===== config.mk =====
export PLATFORM = sky130hd
export DESIGN_NAME = lwsc_front
export DESIGN_NICKNAME = d
export VERILOG_FILES = /design/src/rtl/lwsc_pkg.sv /design/src/rtl/lwsc_front.sv
export SDC_FILE = /design/constraint.sdc
export NUM_CORES = 1
export LEC_CHECK = 0
export ABC_AREA = 1
export BUFFER_PORTS_ARGS = -buffer_cell sky130_fd_sc_hd__clkbuf_2
export CAP_MARGIN = 40
export CORE_ASPECT_RATIO = 1.4
export CORE_MARGIN = 2
export CORE_UTILIZATION = 50
export CTS_BUF_LIST = sky130_fd_sc_hd__clkbuf_2 sky130_fd_sc_hd__clkbuf_4 sky130_fd_sc_hd__clkbuf_8
export DETAILED_ROUTE_END_ITERATION = 10
export PLACE_DENSITY = 0.81
export SYNTH_ARGS = -nofsm -noshare
export SYNTH_HDL_FRONTEND = slang
export SYNTH_SLANG_ARGS = --single-unit

===== constraint.sdc =====
create_clock -name clk -period 4.9 [get_ports clk]
set_input_delay 0.49 -clock clk [delete_from_list [all_inputs] [get_ports clk]]
set_output_delay 0.49 -clock clk [all_outputs]
set_load 0.03 [all_outputs]

===== src/rtl/lwsc_pkg.sv =====
// Shared types and constants for the LRU write-back sector cache controller.
// No dependencies.
`timescale 1ns / 1ps
package lwsc_pkg;
    localparam int ENTRIES = 64;
    localparam int SLOT_W  = $clog2(ENTRIES);
    localparam int QDEPTH  = 2;

    localparam logic [1:0] REQ_READ  = 2'd0;
    localparam logic [1:0] REQ_WRITE = 2'd1;
    localparam logic [1:0] REQ_FLUSH = 2'd2;
    localparam logic [1:0] REQ_RSVD  = 2'd3;

    typedef struct packed {
        logic [1:0]  req_type;
        logic [31:0] sector;
    } req_t;

    typedef struct packed {
        logic [5:0]  slot;
        logic        hit;
        logic        fill_needed;
        logic        writeback_needed;
        logic [31:0] writeback_sector;
        logic        last;
    } rsp_t;

    // Classified command passed from the front part to the back part.
    typedef struct packed {
        logic        flush;
        logic        write;
        logic [31:0] sector;
    } cmd_t;
endpackage


===== src/rtl/lwsc_front.sv =====
// Front part: accepts request items, drops reserved codes, and queues
// classified commands. Depends on lwsc_pkg.
`timescale 1ns / 1ps
module lwsc_front
    import lwsc_pkg::*;
(
    input  logic clk,
    input  logic rst_n,
    input  logic in_valid,
    output logic in_stall,
    input  req_t in_data,
    output logic cmd_valid,
    input  logic cmd_take,
    output cmd_t cmd_data
);
    localparam int PW = $clog2(QDEPTH);

    cmd_t             q_mem [QDEPTH];
    logic [PW-1:0]    wp_reg, rp_reg;
    logic [PW:0]      cnt_reg;
    logic             push;
    logic             pop;

    assign in_stall  = (cnt_reg == (PW+1)'(QDEPTH));
    assign push      = in_valid && !in_stall && (in_data.req_type != REQ_RSVD);
    assign cmd_valid = (cnt_reg != '0);
    assign pop       = cmd_valid && cmd_take;
    assign cmd_data  = q_mem[rp_reg];

    always_ff @(posedge clk)
    begin
        if (push)
        begin
            q_mem[wp_reg].flush  <= (in_data.req_type == REQ_FLUSH);
            q_mem[wp_reg].write  <= (in_data.req_type == REQ_WRITE);
            q_mem[wp_reg].sector <= in_data.sector;
        end
    end

    always_ff @(posedge clk or negedge rst_n)
    begin
        if (!rst_n)
        begin
            wp_reg  <= '0;
            rp_reg  <= '0;
            cnt_reg <= '0;
        end
        else
        begin
            if (push)
                wp_reg <= PW'((32'(wp_reg) + 1) % QDEPTH);
            if (pop)
                rp_reg <= PW'((32'(rp_reg) + 1) % QDEPTH);
            cnt_reg <= cnt_reg + (PW+1)'(push) - (PW+1)'(pop);
        end
    end
endmodule


==> results of run 1 <==
routing by layer:
layer	global-route usage, %	up-vias	wire, um
met4	10.4	0	125
met3	3.52	11	186
met5	0	-	0
met1	18.6	797	1820
met2	28.5	42	2650
li1	-	875	-
worst max-delay path, delay by kind of cell (launching register included):
kind	cells	cell delay, ns
buf+inv	3	0.67
flops	1	0.60
simple gates	2	0.17
cells in the mapped netlist:
| library cell | count | area share, % |
|---|---|---|
| nand2_1 | 105 | 14 |
| edfxtp_1 | 68 | 73 |
| inv_1 | 11 | 1.5 |
| nand2_2 | 10 | 2.2 |
| dfrtp_1 | 4 | 3.6 |
| buf_4 | 3 | 0.81 |
| buf_6 | 3 | 1.2 |
| nand3_1 | 3 | 0.54 |
| nor2_1 | 3 | 0.40 |
| ha_1 | 2 | 0.90 |
| buf_12 | 1 | 0.72 |
| inv_8 | 1 | 0.40 |
| nand4_1 | 1 | 0.22 |
through the flow:
step | power, mW | instance area (um2) | hold WS, ns | worst slack (ns) | util (%)
floorplan | 1.51 | 2790 | 0.194 | 2.35 | -
global placement | 1.68 | 3170 | 0.304 | 2.57 | 58.3
detailed placement | 1.74 | 3230 | 0.310 | 2.82 | 59.3
CTS | 2.17 | 3430 | 0.327 | 2.58 | 62.9
global route | 2.27 | 3430 | 0.323 | 2.50 | 62.9
finish | 2.14 | 3430 | 0.344 | 2.62 | 62.9
how the worst max path moves through the flow:
stage / slack, ns / to / startpoint
after global routing: 2.50 / cmd_data[21] / rp_reg
after floorplan: 2.35 / q_mem[1][0] / in_data[32]
after global placement: 2.57 / cmd_data[21] / rp_reg
after detailed placement: 2.82 / q_mem[0][26] / in_data[33]
final: 2.62 / cmd_data[21] / rp_reg
after CTS: 2.58 / cmd_data[21] / rp_reg
power by group through the flow:
stage	Sequential (mW)	Clock (mW)	Combinational (mW)
finish	0.861	0.430	0.851
detailed placement	0.873	0	0.865
global route	0.871	0.470	0.928
CTS	0.861	0.443	0.867
global placement	0.895	0	0.786
floorplan	0.849	0	0.657
kinds of logic (layout without fill, tap and decap cells):
kind of cell	count (synthesis)	after routing
simple gates	122	122
flops	72	72
fa+ha+maj	2	2
buf+inv	19	105
area by class of cell:
cell class / count / area [um2] / area share, %
timing repair buffer: 77 / 438 / 12.8
inverter: 12 / 52.6 / 1.53
sequential: 72 / 2140 / 62.5
tap: 68 / 85.1 / 2.48
multi-input combinational: 124 / 522 / 15.2
clock buffer: 9 / 124 / 3.62
clock inverter: 7 / 62.6 / 1.83
==> run metrics, run 1 <==
first drt pass iteration count 5; Skew-Pair Late Insertion Delay between 0.3 and 0.4 ns; Cell Int Power 1.27 mW; Synth Area in Adders less than 1%; CP Max Fanout 35; Cell Area, Synth around 2800 um2; final WL around 4.8 mm; largest family of logic cells by synthesized area simple AND/OR/NAND/NOR gates; Die Y 92.3 um; Yosys Warn Count 0; post-CTS sizing 0; Worst Tran Pin Value 0.652 ns; port bufs 73; Sw Ratio about two fifths; reg2reg end q_mem[0][20]; Clock power frac roughly a fifth; Iteration-0 DRC Markers 40; placed cell count ~350; Crit path top cell by count nand2_1; Routed Antenna Nets 0; DR vias/cell ~4.7; status completed; Yosys reg bits around 70; Critical-path top delay cell dfrtp_1; Mapped Avg Cell Area around 13 um2; ANT cells 0; Post-Synth Simple-Gate Area between 15 and 20%; full die area ~6200 um2; number of flip-flops in the largest register between 60 and 70; I/O pins 74; CP Capture Type primary output; Combinational Power Share 39.7%; # Max-Cap Violations 0; WS Path Type reg -> out; P_leak around 1.5 nW; RR Startpoint wp_reg; critical path's largest stage delay 0.60 ns; Post-Synth XOR/XNOR Area 0%; Rows 32; critical-path cell list buf_16 -> inv_8 -> nand2_1 -> nand2_1 -> clkbuf_2; Syn-to-layout area delta 23.0%; final hold vios 0; Nets ~340; Min-Delay Path Class in -> reg; Reg2Reg Depth 4; vias in the first global route between 1.5k and 2k; hold path start in_data[5]; clock slew at reported path FFs around 0.07 ns; Rel. slew slack between 50 and 60%; CTS tree built; mux cell area share after synthesis 0%; gr ovfl total 0; synthesized instance count around 220; setup bufs post-CTS 0; synth unique cells 13; gr usage total 16.8%; global-route wire length before repair 7.41 mm; Max Clock Freq between 400 and 500 MHz; RD Place Congestion around 0.71; post-synthesis sequential area ratio around 77%; initial antenna violation count 0; via count about 1.7k; H-tree Lvls 3; Clock Skew about 0.0065 ns; drt drc 0; r2r setup slk 3.02 ns; P_sw 874 uW; dpl hpwl roughly 3.3 mm; Seq pwr share between 40% and 50%; RSZ-0062 raised after global routing false; Worst Setup Start Kind flop; Max IR drop VDD 0.322 mV; die width between 60 and 70 um; layout cells sized above 1 33.9%; Min-Delay Endpoint q_mem[0][5]; most common cell after layout, fill and taps aside nand2_1; most frequent cells in the layout 105 x nand2_1, 73 x clkbuf_2, 68 x edfxtp_1, 11 x inv_1, 10 x nand2_2; Post-CTS Hold Fix Bufs 1; P per Cell Area ~630 nW/um2; Critical Path RT 4.41 ns; Avg WL per Cell roughly 13 um; pin count of the biggest net entering global routing 36; Hold Path Depth 1; final-layout fill cell count about 450; fin crit period 2.28 ns; Arr. time, crit path between 1.5 and 2 ns; Post-Syn Nets 255; CTS buffer count 9; Starting Density approximately half; clock buffer depth 2; Synth Area in Compound Gates 0%; Core ar. 5450 um2; final period utilization a little under half; Final TNS setup 0 ns; CTS root buf clkbuf_8; Final Max Tran Viols 0; clock sinks between 70 and 80; final cell count without fillers about 370; final setup vio count 0
No activity file was read; power rests on OpenSTA's default activity.
==> inputs of run 2 (changes only) <==
--- a/config.mk
+++ b/config.mk
@@ -10,10 +10,10 @@
 export CAP_MARGIN = 40
 export CORE_ASPECT_RATIO = 1.4
 export CORE_MARGIN = 2
-export CORE_UTILIZATION = 50
+export CORE_UTILIZATION = 49
 export CTS_BUF_LIST = sky130_fd_sc_hd__clkbuf_2 sky130_fd_sc_hd__clkbuf_4 sky130_fd_sc_hd__clkbuf_8
 export DETAILED_ROUTE_END_ITERATION = 10
-export PLACE_DENSITY = 0.81
+export PLACE_DENSITY = 0.83
 export SYNTH_ARGS = -nofsm -noshare
 export SYNTH_HDL_FRONTEND = slang
 export SYNTH_SLANG_ARGS = --single-unit
==> constraint.sdc (replaced) <==
create_clock -name clk -period 2 [get_ports clk]
set_input_delay 0.2 -clock clk [delete_from_list [all_inputs] [get_ports clk]]
set_output_delay 0.2 -clock clk [all_outputs]
set_load 0.03 [all_outputs]
==> run 2 against run 1 <==
Net effect:
- setup slack lost 2.3 ns
- via count grew 3.5%
- cell area grew 2.3%
- utilization grew 0.95 points
- cell count grew 0.54%
==> run metrics, run 2 (synthesized netlist as in run 1, its figures left out) <==
status completed; Reg2Reg Depth 4 (unchanged); first drt pass iteration count 4 (-1); final period utilization between 80% and 90%; Clock Skew 0.00617 ns (-0.000322 ns); reg2reg end q_mem[0][27]; Design Area, Final 3500 um2 (+2.3%); number of flip-flops in the largest register 68 (unchanged); RR Startpoint cnt_reg[1]; Rel. slew slack 76.7% (+20 points); global-route wire length before repair 8.25 mm (+11%); Critical Path Start rp_reg; Core ar. 5490 um2 (+0.74%); WS Path Type reg -> out; clock buffer depth 2 (unchanged); Die Y 93.2 um (+0.97%); CTS root buf clkbuf_8; Sw Ratio 38.5% (-2.4 points); Skew-Pair Late Insertion Delay 0.34 ns (about the same); Seq pwr share 37.1% (-3.1 points); gr usage total 18.9% (+2.1 points); Syn-to-layout area delta 25.8%; FF+latch area 2140 um2 (about the same); Critical path destination cmd_data[24]; initial antenna violation count 0 (unchanged); setup bufs post-CTS 0 (unchanged); clock slew at reported path FFs 0.07 ns (about the same); Final Max Tran Viols 0 (unchanged); final hold vios 0 (unchanged); pin count of the biggest net entering global routing 36 (unchanged); RSZ-0062 raised after global routing false; Worst Tran Pin Value 0.349 ns (-0.303 ns); Avg WL per Cell 14.1 um (+8.8%); final WL 5.23 mm (+9.3%); Crit path top cell by count nand2_1; dpl hpwl 3.47 mm (+3.9%); fin crit period between 1.5 and 2 ns; H-tree Lvls 3 (unchanged); critical-path cell list buf_4 -> nand2_1 -> nand2_1 -> clkbuf_2; port bufs 73 (unchanged); CTS buffer count 9 (unchanged); full die area 6310 um2 (+1.9%); Nets 338 (+0.60%); Final Util 63.9% (+0.95 points); Max IR drop VDD 0.992 mV (+210%); critical path's largest stage delay 0.55 ns (-0.05 ns); Combinational Power Share 36.9% (-2.8 points); most common cell after layout, fill and taps aside nand2_1; Starting Density 50.8% (-0.37 points); DR vias/cell 4.81 (+2.9%); drt drc 0 (unchanged); final-layout fill cell count 408 (-9.1%); Arr. time, crit path 1.52 ns (-0.27 ns); P_leak 1.58 nW (+2.5%); P per Cell Area 1620 nW/um2 (+160%); I/O pins 74 (unchanged); most frequent cells in the layout 105 x nand2_1, 73 x clkbuf_2, 68 x edfxtp_1, 11 x inv_1, 10 x nand2_2; Worst Setup Start Kind flop; r2r setup slk 0.50 ns (-2.52 ns); Rows 32 (unchanged); Clock power frac 26.0% (+5.9 points); vias in the first global route 1,863 (+12%); # Max-Cap Violations 0 (unchanged); Iteration-0 DRC Markers 51 (+28%); Final TNS setup 0 ns (unchanged); layout cells sized above 1 35.0% (+1.1 points); ANT cells 0 (unchanged); Routed Antenna Nets 0 (unchanged); P_sw 2.18 mW (+150%); via count 1,785 (+3.5%); placed cell areas 3230 um2 (unchanged); Critical-path top delay cell dfrtp_2; RD Place Congestion 0.750 (+5.3%); Max Clock Freq about 580 MHz; Cell Int Power 3.49 mW (+180%); clock sinks 72 (unchanged); CP Max Fanout 14 (-60%); die width 67.7 um (+0.96%); final setup vio count 0 (unchanged); CP Capture Type primary output; Final Power 5.68 mW (+170%); Multi-input gate area 522 um2 (unchanged); Critical Path RT 1.80 ns (-2.61 ns); CTS tree built; final setup margin 0.281 ns (-2.33 ns); setup slack at placement 0.474 ns (-2.34 ns); gr ovfl total 0 (unchanged); Min-Delay Path Class in -> reg
## run 2: cell count changes in the layout (fill, tap and decap cells not counted), sizes merged
| cell | change |
|---|---|
| buf | +2 |
| bufinv | +3 |
| clkbuf | +1 |
| clkinv | -3 |
| clkinvlp | -1 |
## run 2: repair_timing
item,CTS,global route
setup endpoints to repair,0,3
hold buffers,1,0
endpoints found under the hold margin,4,0
resized for setup,0,1
## run 2: power groups by stage
| stage | logic [mW] | clock network, mW | registers, mW |
|---|---|---|---|
| after floorplan | 1.61 | 0 | 2.08 |
| after global placement | 2.07 | 0 | 2.12 |
| after detailed placement | 2.10 | 0 | 2.13 |
| after CTS | 2.12 | 1.50 | 2.11 |
| after global routing | 2.30 | 1.55 | 2.14 |
| final | 2.09 | 1.48 | 2.11 |
## run 2: how the worst min path moves through the flow
stage,from,to,slack (ns),cells past startpoint
final,in_data[29],q_mem[1][29],0.05,1
after CTS,in_data[28],q_mem[0][28],0.03,1
after global placement,rst_n,cnt_reg[1],0.02,1
after global routing,in_data[21],q_mem[1][21],0.03,1
after floorplan,rst_n,cnt_reg[0],-0.1,0
after detailed placement,rst_n,cnt_reg[1],0.02,1
## run 2: worst max-delay path: cells and delay by family (launching register included)
kind                   cells  cell delay [ns]
DFF                        1             0.55
and+or+nand+nor            2             0.15
buffers and inverters      2             0.47
## run 2: stage by stage
step,hold WS [ns],std cells
6_report,0.0470,371
3_5_place_dp,0.0175,354
2_1_floorplan,-0.0956,215
3_3_place_gp,0.0185,354
5_1_grt,0.0327,371
4_1_cts,0.0272,371
## run 2: per-layer routing
layer,vias up,global-route usage (%),routed length [um]
met3,11,5.66,271
met2,52,34.7,3120
met1,842,17.5,1720
met4,0,10.7,116
met5,-,0,0
li1,880,-,-
## run 2: area by class of cell
cell class              count  area share, %
flip-flops and latches     72           61.2
multi-input cells         124           14.9
repair buffers             79           12.5
clock buffers              10           3.75
clock inverters             6           3.75
well taps                  68           2.43
inverters                  12           1.50
==> inputs of run 3 (changes only) <==
--- a/config.mk
+++ b/config.mk
@@ -10,10 +10,10 @@
 export CAP_MARGIN = 40
 export CORE_ASPECT_RATIO = 1.4
 export CORE_MARGIN = 2
-export CORE_UTILIZATION = 49
-export CTS_BUF_LIST = sky130_fd_sc_hd__clkbuf_2 sky130_fd_sc_hd__clkbuf_4 sky130_fd_sc_hd__clkbuf_8
+export CORE_UTILIZATION = 47
+export CTS_BUF_LIST = sky130_fd_sc_hd__clkbuf_16
 export DETAILED_ROUTE_END_ITERATION = 10
-export PLACE_DENSITY = 0.83
+export PLACE_DENSITY = 0.8
 export SYNTH_ARGS = -nofsm -noshare
 export SYNTH_HDL_FRONTEND = slang
 export SYNTH_SLANG_ARGS = --single-unit
==> constraint.sdc (replaced) <==
create_clock -name clk -period 1.5 [get_ports clk]
set_input_delay 0.15 -clock clk [delete_from_list [all_inputs] [get_ports clk]]
set_output_delay 0.15 -clock clk [all_outputs]
set_load 0.03 [all_outputs]
==> run 3 against run 2 <==
Net effect:
- non-clock buffer count increased by 5
- register-to-register slack got worse by 0.39 ns
- highest routed layer unchanged
- cell count increased by 2.2%
- combinational power increased by 55%
==> run metrics, run 3 (synthesized netlist as in run 1, its figures left out) <==
Rows 33 (+3.1%); CP Capture Type primary output; CTS root buf clkbuf_16; full die area 6570 um2 (+4.0%); initial antenna violation count 0 (unchanged); dpl hpwl 3.41 mm (-1.6%); final setup vio count 0 (unchanged); Routed Antenna Nets 0 (unchanged); CTS buffer count 9 (unchanged); via count 1,764 (-1.2%); I/O pins 74 (unchanged); # Max-Cap Violations 0 (unchanged); CP Max Fanout 12 (-2); die width 69.1 um (+2.0%); Die Y 95.1 um (+2.0%); vias in the first global route 1,713 (-8.1%); ANT cells 0 (unchanged); Arr. time, crit path 1.32 ns (-0.20 ns); pin count of the biggest net entering global routing 36 (unchanged); Clock Skew 0.00431 ns (-0.00187 ns); clock sinks 72 (unchanged); Core ar. 5780 um2 (+5.4%); gr ovfl total 0 (unchanged); layout cells sized above 1 38.5% (+3.5 points); CTS tree built; final WL 5.16 mm (-1.3%); first drt pass iteration count 4 (unchanged); RD Place Congestion 0.676 (-9.9%); final hold vios 0 (unchanged); WS Path Type reg -> out; Critical Path RT 1.35 ns (-0.45 ns); RSZ-0062 raised after global routing true; P per Cell Area 2170 nW/um2 (+34%); Skew-Pair Late Insertion Delay 0.31 ns (-0.03 ns); Max IR drop VDD 1.39 mV (+40%); placed cell areas 3270 um2 (+1.2%); Iteration-0 DRC Markers 70 (+37%); Rel. slew slack 88.0% (+11 points); most frequent cells in the layout 102 x nand2_1, 68 x edfxtp_1, 40 x clkbuf_2, 17 x buf_4; Final Max Tran Viols 0 (unchanged); H-tree Lvls 3 (unchanged); final-layout fill cell count 475 (+16%); Worst Setup Start Kind flop; Worst Tran Pin Value 0.179 ns (-0.170 ns); status completed; DR vias/cell 4.65 (-3.3%); port bufs 73 (unchanged); global-route wire length before repair 7.63 mm (-7.4%); Final Util 63.9% (about the same); clock slew at reported path FFs 0.05 ns (-0.02 ns); number of flip-flops in the largest register 68 (unchanged); P_leak 1.63 nW (+3.3%); gr usage total 15.2% (-3.7 points); Min-Delay Path Class in -> reg; Syn-to-layout area delta 32.6%; Avg WL per Cell 13.6 um (-3.4%); fin crit period 1.47 ns; final period utilization slightly below 100%; drt drc 0 (unchanged); clock buffer depth 2 (unchanged); Nets 344 (+1.8%); Design Area, Final 3690 um2 (+5.4%); Starting Density 48.2% (-2.6 points); most common cell after layout, fill and taps aside nand2_1; Max Clock Freq a little under 700 MHz
[run 3: through the flow]
step / power (mW) / setup slack, ns / hold WS, ns / instances / setup TNS (ns)
floorplan: 4.96 / -0.0276 / -0.146 / 215 / -1.35
global placement: 5.64 / 0.165 / -0.0342 / 358 / 0
detailed placement: 5.72 / 0.0919 / -0.0313 / 358 / 0
CTS: 7.73 / -0.0258 / 0.0145 / 375 / -0.0913
global route: 8.44 / -0.0471 / 0.0174 / 379 / -0.302
finish: 8.01 / 0.0254 / 0.0219 / 379 / 0
[run 3: worst max-delay path: stages (launching register included)]
cell and delay (ns):
dfrtp_2 0.44, buf_12 0.14, buf_8 0.14, nand2_1 0.06, nand2_1 0.06, buf_2 0.17
[run 3: timing repair]
item                                    4_1_cts  5_1_grt
endpoints found under the hold margin         4        0
endpoints found under the setup margin       34       35
gates resized for setup                       1       76
hold buffers                                  1        0
buffers inserted                              0        3
cloned                                        0        1
[run 3: path summary, 6_finish.rpt]
| path | startpoint | end | slack, ns | depth (start not counted) |
|---|---|---|---|---|
| max in group asynchronous | rst_n | rp_reg | 1.17 | 2 |
| worst max-delay path | rp_reg | cmd_data[18] | 0.03 | 5 |
| worst min register to register | wp_reg | wp_reg | 0.50 | 2 |
| min in group asynchronous | rst_n | wp_reg | 0.19 | 2 |
| worst min-delay path | in_data[28] | q_mem[1][28] | 0.02 | 1 |
| worst max register to register | cnt_reg[1] | cnt_reg[1] | 0.11 | 8 |
[run 3: per-layer routing]
layer  GRT usage (%)  wire length [um]  vias up  share of wire, %
li1                -                 -      890                 -
met1            17.6              1980      823                38
met2            26.9              2920       45                57
met3            1.48               181        6               3.5
met4            10.1                81        0               1.6
met5               0                 0        -                 0
[run 3: cell type report]
type	instances	area, um2	area share [%]
Clock inverter	7	62.6	1.69
Clock buffer	9	225	6.10
Multi-Input combinational cell	124	544	14.7
Tap cell	70	87.6	2.37
Inverter	12	61.3	1.66
Timing Repair inverter	1	16.3	0.440
Timing Repair Buffer	84	553	15.0
Sequential cell	72	2140	58.0
[run 3: where the power goes]
part / internal (mW) / total [mW] / switching (mW)
sequential: 2.64 / 2.77 / 0.130
combinational: 1.06 / 3.24 / 2.18
clock: 1.27 / 2.00 / 0.730
total: 4.97 / 8.01 / 3.04
